[src/hw/rtl/nirpd_pkg.sv]
// Shared types and constants for the NEC IR pulse decoder.
// Holds the item structs, the command and capture codes, and the NEC timing limits.
// No dependencies; every other file of the decoder imports this package.
`timescale 1ns / 1ps
`default_nettype none

package nirpd_pkg;

	localparam int TS_W            = 32;
	localparam int SCALE_W         = 12;
	localparam int PROD_W          = TS_W + SCALE_W;
	localparam int TD_W            = 16;
	localparam int BITCNT_W        = 6;
	localparam int QUEUE_DEPTH_DEF = 2;

	localparam logic [SCALE_W-1:0] TIME_SCALE_RESET = 12'd4;

	// Command codes of an input item.
	localparam logic [1:0] CMD_EDGE = 2'd0;
	localparam logic [1:0] CMD_TICK = 2'd1;
	localparam logic [1:0] CMD_READ = 2'd2;

	// Capture status codes.
	localparam logic [1:0] ST_NONE    = 2'd0;
	localparam logic [1:0] ST_REPEAT  = 2'd1;
	localparam logic [1:0] ST_MESSAGE = 2'd2;

	// Pulse widths in microseconds.
	localparam logic [TD_W-1:0] TD_SAT           = 16'd65535;
	localparam logic [TD_W-1:0] TD_RESYNC        = 16'd30000;
	localparam logic [TD_W-1:0] TD_TICK_TIMEOUT  = 16'd10000;
	localparam logic [TD_W-1:0] TD_MARK_TIMEOUT  = 16'd11000;
	localparam logic [TD_W-1:0] TD_REP_SPACE_MIN = 16'd2000;
	localparam logic [TD_W-1:0] TD_REP_SPACE_MAX = 16'd2500;
	localparam logic [TD_W-1:0] TD_HDR_SPACE_MIN = 16'd4000;
	localparam logic [TD_W-1:0] TD_HDR_SPACE_MAX = 16'd5000;
	localparam logic [TD_W-1:0] TD_BIT_MIN       = 16'd400;
	localparam logic [TD_W-1:0] TD_BIT_MAX       = 16'd1880;
	localparam logic [TD_W-1:0] TD_BIT_GAP_LO    = 16'd800;
	localparam logic [TD_W-1:0] TD_BIT_GAP_HI    = 16'd1400;
	localparam logic [TD_W-1:0] TD_BIT_ONE       = 16'd1000;
	localparam logic [TD_W-1:0] TD_MARK_MIN      = 16'd300;
	localparam logic [TD_W-1:0] TD_MARK_MAX      = 16'd950;

	// The repeat window is 2^18 us, so a delta below it has its upper bits clear.
	localparam int REPEAT_WIN_LOG2 = 18;

	localparam logic [BITCNT_W-1:0] BITS_PER_MSG = 6'd32;

	typedef struct packed {
		logic [1:0]      command;
		logic            pin_level;
		logic [TS_W-1:0] timestamp;
	} evt_t;

	typedef struct packed {
		logic [1:0]      capture_status;
		logic [TS_W-1:0] capture_word;
	} res_t;

	typedef enum logic [2:0] {
		KIND_NOP,
		KIND_READ,
		KIND_TICK,
		KIND_RISE,
		KIND_FALL
	} kind_t;

	typedef struct packed {
		kind_t           kind;
		logic [TS_W-1:0] diff;
	} cmd_t;

	typedef enum logic [1:0] {
		PH_IDLE,
		PH_LEADER,
		PH_DATA
	} phase_t;

endpackage

`default_nettype wire

[src/hw/rtl/nirpd_front.sv]
// Front end of the NEC IR pulse decoder: accepts input items and classifies them.
// Tracks the pin level and last edge time and forwards the tick difference.
// Depends on nirpd_pkg.
`timescale 1ns / 1ps
`default_nettype none

module nirpd_front (
	input  wire              clk,
	input  wire              arst_n,
	input  wire              evt_valid,
	output logic             evt_stall,
	input  nirpd_pkg::evt_t  evt,
	input  wire              q_full,
	output logic             push,
	output nirpd_pkg::cmd_t  push_cmd
);
	import nirpd_pkg::*;

	logic            last_level_q;
	logic [TS_W-1:0] last_edge_time_q;
	logic            edge_changed;

	assign evt_stall    = q_full;
	assign push         = evt_valid && !q_full;
	assign edge_changed = (evt.command == CMD_EDGE) && (evt.pin_level != last_level_q);

	always_comb begin
		push_cmd.diff = evt.timestamp - last_edge_time_q;
		case (evt.command)
			CMD_READ: push_cmd.kind = KIND_READ;
			CMD_TICK: push_cmd.kind = KIND_TICK;
			CMD_EDGE: begin
				// An edge that repeats the current level carries no timing.
				if (!edge_changed)
					push_cmd.kind = KIND_NOP;
				else if (evt.pin_level)
					push_cmd.kind = KIND_RISE;
				else
					push_cmd.kind = KIND_FALL;
			end
			default: push_cmd.kind = KIND_NOP;
		endcase
	end

	always_ff @(posedge clk or negedge arst_n) begin
		if (!arst_n) begin
			last_level_q     <= 1'b1;
			last_edge_time_q <= '0;
		end else if (push && edge_changed) begin
			last_level_q     <= evt.pin_level;
			last_edge_time_q <= evt.timestamp;
		end
	end

endmodule

`default_nettype wire

[src/hw/rtl/nirpd_queue.sv]
// Short first-in first-out queue between the decoder front and back ends.
// Holds classified items so either side can stall on its own.
// Depends on nirpd_pkg.
`timescale 1ns / 1ps
`default_nettype none

module nirpd_queue #(
	parameter int unsigned DEPTH = nirpd_pkg::QUEUE_DEPTH_DEF
) (
	input  wire              clk,
	input  wire              arst_n,
	input  wire              push,
	input  nirpd_pkg::cmd_t  push_cmd,
	output logic             full,
	input  wire              pop,
	output logic             pop_valid,
	output nirpd_pkg::cmd_t  pop_cmd
);
	import nirpd_pkg::*;

	localparam int PTR_W = (DEPTH > 1) ? $clog2(DEPTH) : 1;
	localparam int CNT_W = $clog2(DEPTH + 1);

	cmd_t             slots_q [DEPTH];
	logic [PTR_W-1:0] wr_ptr_q;
	logic [PTR_W-1:0] rd_ptr_q;
	logic [CNT_W-1:0] count_q;

	assign full      = (count_q == CNT_W'(DEPTH));
	assign pop_valid = (count_q != '0);
	assign pop_cmd   = slots_q[rd_ptr_q];

	function automatic logic [PTR_W-1:0] ptr_next(input logic [PTR_W-1:0] ptr);
		ptr_next = (ptr == PTR_W'(DEPTH - 1)) ? '0 : ptr + 1'b1;
	endfunction

	always_ff @(posedge clk) begin
		if (push)
			slots_q[wr_ptr_q] <= push_cmd;
	end

	always_ff @(posedge clk or negedge arst_n) begin
		if (!arst_n) begin
			wr_ptr_q <= '0;
			rd_ptr_q <= '0;
			count_q  <= '0;
		end else begin
			if (push)
				wr_ptr_q <= ptr_next(wr_ptr_q);
			if (pop)
				rd_ptr_q <= ptr_next(rd_ptr_q);
			if (push && !pop)
				count_q <= count_q + 1'b1;
			else if (pop && !push)
				count_q <= count_q - 1'b1;
		end
	end

endmodule

`default_nettype wire

[src/hw/rtl/nirpd_back.sv]
// Back end of the NEC IR pulse decoder: scales the time, runs the frame tracker
// and produces one result item per classified item through an output register.
// Depends on nirpd_pkg.
`timescale 1ns / 1ps
`default_nettype none

module nirpd_back (
	input  wire                           clk,
	input  wire                           arst_n,
	input  wire                           cfg_wr_en,
	input  wire [nirpd_pkg::SCALE_W-1:0]  cfg_wr_data,
	input  wire                           q_valid,
	input  nirpd_pkg::cmd_t               q_cmd,
	output logic                          pop,
	output logic                          res_valid,
	input  wire                           res_stall,
	output nirpd_pkg::res_t               res
);
	import nirpd_pkg::*;

	logic [SCALE_W-1:0]  time_scale_q;

	// Stage 1: scaled time.
	logic                s1_valid_q;
	kind_t               kind_s1;
	logic [PROD_W-1:0]   scaled_s1;

	// Decoder state.
	phase_t              phase_q;
	logic [BITCNT_W-1:0] bit_count_q;
	logic [TS_W-1:0]     shift_word_q;
	logic [TS_W-1:0]     elapsed_sum_q;
	logic [TS_W-1:0]     last_msg_q;
	logic [TS_W-1:0]     held_word_q;
	logic [1:0]          held_status_q;

	phase_t              phase_d;
	logic [BITCNT_W-1:0] bit_count_d;
	logic [TS_W-1:0]     shift_word_d;
	logic [TS_W-1:0]     elapsed_sum_d;
	logic [TS_W-1:0]     last_msg_d;
	logic [TS_W-1:0]     held_word_d;
	logic [1:0]          held_status_d;

	logic                res_valid_q;
	res_t                res_q;
	res_t                res_d;
	logic                commit;

	logic [TD_W-1:0]     td;
	logic [TS_W-1:0]     sum_new;
	logic [TS_W-1:0]     rep_delta;
	logic [4:0]          bit_pos;
	logic [TS_W-1:0]     shift_set;
	logic [BITCNT_W-1:0] bit_count_inc;

	assign commit = s1_valid_q && (!res_valid_q || !res_stall);
	assign pop    = q_valid && (!s1_valid_q || commit);

	assign res_valid = res_valid_q;
	assign res       = res_q;

	assign td        = (|scaled_s1[PROD_W-1:TD_W]) ? TD_SAT : scaled_s1[TD_W-1:0];
	assign sum_new   = elapsed_sum_q + scaled_s1[TS_W-1:0];
	assign rep_delta = sum_new - last_msg_q;
	// Message bits 0-15 land in word positions 16-31, bits 16-31 in positions 0-15.
	assign bit_pos       = ~(bit_count_q[4:0] ^ 5'd15);
	assign shift_set     = shift_word_q | (TS_W'(1) << bit_pos);
	assign bit_count_inc = bit_count_q + 1'b1;

	always_ff @(posedge clk or negedge arst_n) begin
		if (!arst_n) begin
			time_scale_q <= TIME_SCALE_RESET;
		end else if (cfg_wr_en) begin
			time_scale_q <= cfg_wr_data;
		end
	end

	always_ff @(posedge clk or negedge arst_n) begin
		if (!arst_n) begin
			s1_valid_q <= 1'b0;
		end else if (pop) begin
			s1_valid_q <= 1'b1;
		end else if (commit) begin
			s1_valid_q <= 1'b0;
		end
	end

	always_ff @(posedge clk) begin
		if (pop) begin
			kind_s1   <= q_cmd.kind;
			scaled_s1 <= PROD_W'(q_cmd.diff) * PROD_W'(time_scale_q);
		end
	end

	// Next state of the frame tracker and the capture holder.
	always_comb begin
		phase_d       = phase_q;
		bit_count_d   = bit_count_q;
		shift_word_d  = shift_word_q;
		elapsed_sum_d = elapsed_sum_q;
		last_msg_d    = last_msg_q;
		held_word_d   = held_word_q;
		held_status_d = held_status_q;
		case (kind_s1)
			KIND_READ: begin
				held_word_d   = '0;
				held_status_d = ST_NONE;
			end
			KIND_TICK: begin
				// A tick while idle is dropped without touching the running sum.
				if (phase_q != PH_IDLE) begin
					elapsed_sum_d = sum_new;
					if (td > TD_TICK_TIMEOUT)
						phase_d = PH_IDLE;
				end
			end
			KIND_RISE: begin
				elapsed_sum_d = sum_new;
				if (td > TD_MARK_TIMEOUT ||
				    (phase_q == PH_DATA && (td < TD_MARK_MIN || td > TD_MARK_MAX)))
					phase_d = PH_IDLE;
			end
			KIND_FALL: begin
				elapsed_sum_d = sum_new;
				if (phase_q == PH_IDLE || td >= TD_RESYNC) begin
					phase_d     = PH_LEADER;
					bit_count_d = '0;
				end else if (phase_q == PH_LEADER) begin
					if (td > TD_REP_SPACE_MIN && td < TD_REP_SPACE_MAX) begin
						// Short leader space: a repeat code, only near the last message.
						if (last_msg_q != '0) begin
							if (rep_delta[TS_W-1:REPEAT_WIN_LOG2] == '0) begin
								if (held_status_q == ST_NONE) begin
									held_status_d = ST_REPEAT;
									held_word_d   = TS_W'(1);
								end
								last_msg_d = sum_new;
							end else begin
								last_msg_d = '0;
							end
						end
					end else if (td < TD_HDR_SPACE_MIN || td > TD_HDR_SPACE_MAX) begin
						phase_d = PH_IDLE;
					end else begin
						phase_d      = PH_DATA;
						shift_word_d = '0;
					end
				end else if (phase_q != PH_DATA) begin
					phase_d = PH_IDLE;
				end else if (td < TD_BIT_MIN || td > TD_BIT_MAX) begin
					phase_d = PH_IDLE;
				end else if (td > TD_BIT_GAP_LO && td < TD_BIT_GAP_HI) begin
					phase_d = PH_IDLE;
				end else if (bit_count_q < BITS_PER_MSG) begin
					bit_count_d = bit_count_inc;
					if (bit_count_inc == BITS_PER_MSG) begin
						held_word_d   = (td > TD_BIT_ONE) ? shift_set : shift_word_q;
						held_status_d = ST_MESSAGE;
						last_msg_d    = sum_new;
						shift_word_d  = '0;
						phase_d       = PH_IDLE;
					end else if (td > TD_BIT_ONE) begin
						shift_word_d = shift_set;
					end
				end
			end
			default: begin
				phase_d = phase_q;
			end
		endcase
	end

	// Result of the item in stage 1: only a read returns a capture.
	always_comb begin
		res_d = '0;
		if (kind_s1 == KIND_READ) begin
			res_d.capture_status = held_status_q;
			res_d.capture_word   = (held_status_q != ST_NONE) ? held_word_q : '0;
		end
	end

	always_ff @(posedge clk or negedge arst_n) begin
		if (!arst_n) begin
			phase_q       <= PH_IDLE;
			bit_count_q   <= '0;
			shift_word_q  <= '0;
			elapsed_sum_q <= '0;
			last_msg_q    <= '0;
			held_word_q   <= '0;
			held_status_q <= ST_NONE;
		end else if (commit) begin
			phase_q       <= phase_d;
			bit_count_q   <= bit_count_d;
			shift_word_q  <= shift_word_d;
			elapsed_sum_q <= elapsed_sum_d;
			last_msg_q    <= last_msg_d;
			held_word_q   <= held_word_d;
			held_status_q <= held_status_d;
		end
	end

	always_ff @(posedge clk or negedge arst_n) begin
		if (!arst_n) begin
			res_valid_q <= 1'b0;
		end else if (commit) begin
			res_valid_q <= 1'b1;
		end else if (!res_stall) begin
			res_valid_q <= 1'b0;
		end
	end

	always_ff @(posedge clk) begin
		if (commit)
			res_q <= res_d;
	end

endmodule

`default_nettype wire

[src/hw/rtl/nec_ir_pulse_decoder.sv]
// NEC IR pulse decoder, top level.
// Connects the front end, the item queue and the back end; depends on nirpd_pkg.
//
// Usage:
//   Input channel evt_valid / evt_stall / evt carries pin edges, timer ticks and
//   read-and-clear commands with a 32-bit tick timestamp. Every accepted item
//   yields exactly one result item on res_valid / res_stall / res; only a read
//   returns the held capture (status and word), all other items return zeros.
//   cfg_wr_en / cfg_wr_data write the 12-bit tick-to-microsecond multiplier;
//   write it only while no item is in flight.
//   Path: the accepting edge writes the queue, then the scaling multiply is
//   registered in stage 1, then the state update goes into the output register,
//   where the result is first offered.
//   Throughput: one item per cycle while res_stall stays low, set by the state
//   update loop in the back end; the two-entry queue keeps the front running
//   while the back end waits.
//   Reset: the multiplier returns to 4, the pin is taken as idle high, and all
//   frame, timing and capture state clears at once; items are taken right away.
//   Stall: a stalled result holds in the output register while the next item
//   waits in the scaling stage; once the queue fills, evt_stall rises.
`timescale 1ns / 1ps
`default_nettype none

module nec_ir_pulse_decoder #(
	parameter int unsigned QUEUE_DEPTH = nirpd_pkg::QUEUE_DEPTH_DEF
) (
	input  wire                           clk,
	input  wire                           arst_n,
	input  wire                           cfg_wr_en,
	input  wire [nirpd_pkg::SCALE_W-1:0]  cfg_wr_data,
	input  wire                           evt_valid,
	output logic                          evt_stall,
	input  nirpd_pkg::evt_t               evt,
	output logic                          res_valid,
	input  wire                           res_stall,
	output nirpd_pkg::res_t               res
);
	import nirpd_pkg::*;

	logic push;
	cmd_t push_cmd;
	logic q_full;
	logic pop;
	logic q_valid;
	cmd_t q_cmd;

	nirpd_front u_front (
		.clk       (clk),
		.arst_n    (arst_n),
		.evt_valid (evt_valid),
		.evt_stall (evt_stall),
		.evt       (evt),
		.q_full    (q_full),
		.push      (push),
		.push_cmd  (push_cmd)
	);

	nirpd_queue #(
		.DEPTH (QUEUE_DEPTH)
	) u_queue (
		.clk       (clk),
		.arst_n    (arst_n),
		.push      (push),
		.push_cmd  (push_cmd),
		.full      (q_full),
		.pop       (pop),
		.pop_valid (q_valid),
		.pop_cmd   (q_cmd)
	);

	nirpd_back u_back (
		.clk         (clk),
		.arst_n      (arst_n),
		.cfg_wr_en   (cfg_wr_en),
		.cfg_wr_data (cfg_wr_data),
		.q_valid     (q_valid),
		.q_cmd       (q_cmd),
		.pop         (pop),
		.res_valid   (res_valid),
		.res_stall   (res_stall),
		.res         (res)
	);

endmodule

`default_nettype wire

[config.mk]
export PLATFORM = sky130hd
export DESIGN_NAME = nec_ir_pulse_decoder
export DESIGN_NICKNAME = d
export VERILOG_FILES = /design/src/hw/rtl/nirpd_pkg.sv /design/src/hw/rtl/nirpd_front.sv /design/src/hw/rtl/nirpd_queue.sv /design/src/hw/rtl/nirpd_back.sv /design/src/hw/rtl/nec_ir_pulse_decoder.sv
export SDC_FILE = /design/constraint.sdc
export NUM_CORES = 2
export LEC_CHECK = 0
export BUFFER_PORTS_ARGS = -buffer_cell sky130_fd_sc_hd__buf_2
export CORE_ASPECT_RATIO = 0.5
export CORE_MARGIN = 2
export CORE_UTILIZATION = 35
export DETAILED_ROUTE_END_ITERATION = 16
export SYNTH_ARGS = -nofsm -noshare
export SYNTH_HDL_FRONTEND = slang
export SYNTH_SLANG_ARGS = --single-unit
[constraint.sdc]
create_clock -name clk -period 6.9 [get_ports clk]
set_clock_uncertainty 0.2 [all_clocks]
set_input_delay 1.38 -clock clk [delete_from_list [all_inputs] [get_ports clk]]
set_output_delay 1.38 -clock clk [all_outputs]
set_load 0.03 [all_outputs]
==> impl_metrics.py <==
metrics = {
    "run_status": {
        "status": "complete, no violations",
    },
    "route": {
        "ant_nets": 0,
        "first_pass_iters": 6,
        "vias": 21600,
        "finalWirelength_um": 70200,
        "wl_per_cell_um": 16.4,
        "drc": 0,
        "viasPerCell": 5.04,
        "drt_iter0_markers": 1342,
    },
    "final_layout": {
        "drive_above_1_share_pct": 12.0,
        "fin_nets": 3673,
        "syn2layout_area_growth_pct": 11.5,
        "instances_no_fill": 4282,
        "final_cell_area_sq_um": 33400,
        "final_common_cell": "inv_1",
        "layout_common_cells": "450 x inv_1, 344 x nand2_1, 300 x fa_1",
        "fillers": 8304,
    },
    "grt": {
        "grt_pass1_vias": 22000,
        "gr-usage-all-layers_pct": 16.1,
        "grt_max_degree": 139,
        "overflow": 0,
        "antenna_found_initial": 3,
        "grt_pass1_wl_um": 116000,
    },
    "place": {
        "place.detailed.hpwl_um": 54400,
        "placed_cell_area_sq_um": 31900,
        "placed_cells": 4207,
        "dp_slack_ns": 0.0135,
        "gp_congestion": 0.875,
        "port_buffers": 87,
    },
    "sta": {
        "final_hold_viol_count": 0,
        "finalCritPeriodShare_pct": 97.2,
        "max_freq_ghz": 0.149,
        "slew_headroom_pct": 24.6,
        "min_period_ns": 6.71,
        "setup_viol_count_final": 0,
        "grt_setup_unrepaired": "true",
        "maxSlewViolCount": 0,
        "worst_pin_slew_ns": 1.13,
        "setup_ws_ns": 0.191,
    },
    "floorplan": {
        "ios": 88,
        "start_util_pct": 35.5,
        "fp.dieH_um": 211,
        "fp.dieArea_sq_um": 88000,
        "core_area_sq_um": 84300,
        "die_w_um": 417,
        "placementRows": 75,
    },
    "clocking": {
        "path_clk_slew_ns": 0.06,
        "cts_tree": "yes",
        "cts_max_path_buffers": 3,
        "cts_buffers": 37,
        "clk-insertion-delay-late_ns": 0.60,
        "cts.root.buffer_cell": "clkbuf_16",
        "htree_levels": 2,
        "cts.sinks": 340,
    },
    "synth": {
        "syn_area_sq_um": 29900,
        "syn_inst": 3048,
        "yosysSeqAreaShare_pct": 31.0,
        "syn_nets": 3587,
        "postSynthAreaPerCell_sq_um": 9.82,
        "ys_ff_latch": 340,
        "async_reset_ff_share_pct": 55.6,
        "synth_area_leaders": "fa_1 20%, dfrtp_1 16%, edfxtp_1 15%",
        "synth_ff_type": "dfrtp_1",
        "synth_edf_count": 151,
        "yosysWarnings": 0,
        "synth_top_cell_by_area": "fa_1",
        "yosysUniqueCellTypes": 80,
        "netlist.area_leader.share_pct": 20.2,
    },
    "min_path": {
        "min_path_type": "reg2reg",
        "hold_end": "u_back.held_word_q[17]$_DFFE_PN0P_",
        "min_path_cells": 1,
        "hold_start": "u_back.held_word_q[17]$_DFFE_PN0P_",
    },
    "worst_setup_path": {
        "rr_worst_depth": 21,
        "max_stage_delay_ns": 0.59,
        "reg2reg_from": "u_queue.rd_ptr_q$_DFFE_PN0P_",
        "path_common_cell": "fa_1",
        "critPathLaunchType": "register",
        "crit_type": "reg2reg",
        "cp-end-kind": "register",
        "crit_family": "adder cells",
        "ff2ff_setup_slack_ns": 0.19,
        "worstPathCellList": "clkbuf_16, buf_4, mux2_2, and2_1, fa_1, fa_1, fa_1, inv_1, fa_1, fa_1, inv_1, ha_1, a21oi_1, o21bai_1, a21o_1, a21o_1, a21o_1, a21oi_1, o31ai_2, a21oi_1, xnor2_1",
        "critPathBufInv": 4,
        "required_ns": 7.05,
        "critPathSlowestCell": "fa_1",
        "r2r_end": "u_back.scaled_s1[41]$_DFFE_PP_",
        "cp.arrival_ns": 6.86,
        "crit_path_max_fanout": 12,
    },
    "run": {
        "drv_cap": 0,
    },
}
cell families (layout without fill, tap and decap cells):
family          after synthesis  after routing  share of synthesized area, %
simple gates                900            900                          14.7
fa+ha+maj                   487            487                          27.9
mux                         127            127                          4.67
other cells                   0              3                             0
buf+inv                     584            699                          7.55
compound gates              507            507                          11.1
xor+xnor                    103            103                          3.06
flops                       340            340                          31.0
sequential cells by signal, summed over array words and instances, names as in the netlist:
signal	cells
u_back.bit_count_q	6
u_back.elapsed_sum_q	32
u_back.held_status_q	2
u_back.held_word_q	32
u_back.kind_s1	3
u_back.last_msg_q	32
u_back.phase_q	2
u_back.res	34
u_back.res_valid	1
u_back.s1_valid_q	1
u_back.scaled_s1	44
u_back.shift_word_q	32
u_back.time_scale_q	12
u_front.last_edge_time_q	32
u_front.last_level_q	1
u_queue.count_q	2
u_queue.rd_ptr_q	1
u_queue.slots_q	70
u_queue.wr_ptr_q	1
area by class of cell:
| class | count | area [sq um] | share of cell area (%) |
|---|---|---|---|
| Antenna cell | 3 | 7.51 | 0.0225 |
| Sequential cell | 340 | 9270 | 27.8 |
| Clock buffer | 48 | 1020 | 3.05 |
| Timing Repair Buffer | 180 | 1210 | 3.64 |
| Tap cell | 1116 | 1400 | 4.18 |
| Inverter | 451 | 1690 | 5.07 |
| Multi-Input combinational cell | 2124 | 18600 | 55.6 |
| Clock inverter | 20 | 214 | 0.641 |
Yosys cell counts (all sizes together), types with 33 or more instances:
cell / number
a21o: 62
a21oi: 157
and2: 139
clkbuf: 109
dfrtp: 187
edfxtp: 151
fa: 302
ha: 185
inv: 451
mux2: 100
nand2: 344
nand2b: 33
nor2: 151
nor2b: 64
o21ai: 76
xnor2: 71
stage by stage:
step	TNS (ns)	util, %	hold WS (ns)
2_1_floorplan	0	-	0.249
3_3_place_gp	0	37.9	0.267
3_5_place_dp	0	37.9	0.266
4_1_cts	0	39.3	0.285
5_1_grt	-0.0712	39.6	0.303
6_report	0	39.6	0.279
timing repair:
action,in CTS,in global routing
resized for setup,0,35
setup endpoints to repair,0,51
hold buffers,0,0
setup buffers,0,2
worst max path at each step:
stage	start	to	slack [ns]	cells past startpoint
finish	u_queue.rd_ptr_q$_DFFE_PN0P_	u_back.scaled_s1[41]$_DFFE_PP_	0.19	21
global route	u_queue.rd_ptr_q$_DFFE_PN0P_	u_back.scaled_s1[42]$_DFFE_PP_	-0.03	22
CTS	u_queue.rd_ptr_q$_DFFE_PN0P_	u_back.scaled_s1[42]$_DFFE_PP_	0.004	22
detailed placement	u_queue.rd_ptr_q$_DFFE_PN0P_	u_back.scaled_s1[42]$_DFFE_PP_	0.01	22
global placement	u_queue.rd_ptr_q$_DFFE_PN0P_	u_back.scaled_s1[42]$_DFFE_PP_	0.08	22
floorplan	u_queue.rd_ptr_q$_DFFE_PN0P_	u_back.scaled_s1[42]$_DFFE_PP_	0.06	24
per-layer routing:
layer / part of all wire (%) / track usage, % / vias up
li1: - / - / 10300
met2: 46 / 26.0 / 479
met1: 48 / 22.9 / 10800
met4: 1.5 / 3.44 / 0
met5: 0 / 0 / -
met3: 5.2 / 2.51 / 88
worst reg2reg max path, stage by stage (launching register included):
cell	delay [ns]
dfrtp_2	0.48
clkbuf_16	0.22
buf_4	0.21
mux2_2	0.51
and2_1	0.24
fa_1	0.55
fa_1	0.45
fa_1	0.55
inv_1	0.06
fa_1	0.50
fa_1	0.59
inv_1	0.05
ha_1	0.40
a21oi_1	0.24
o21bai_1	0.09
a21o_1	0.20
a21o_1	0.18
a21o_1	0.18
a21oi_1	0.22
o31ai_2	0.10
a21oi_1	0.19
xnor2_1	0.08
Power is not shown: default switching activity piles up to over one toggle a cycle in this logic, so the estimate is an artifact.
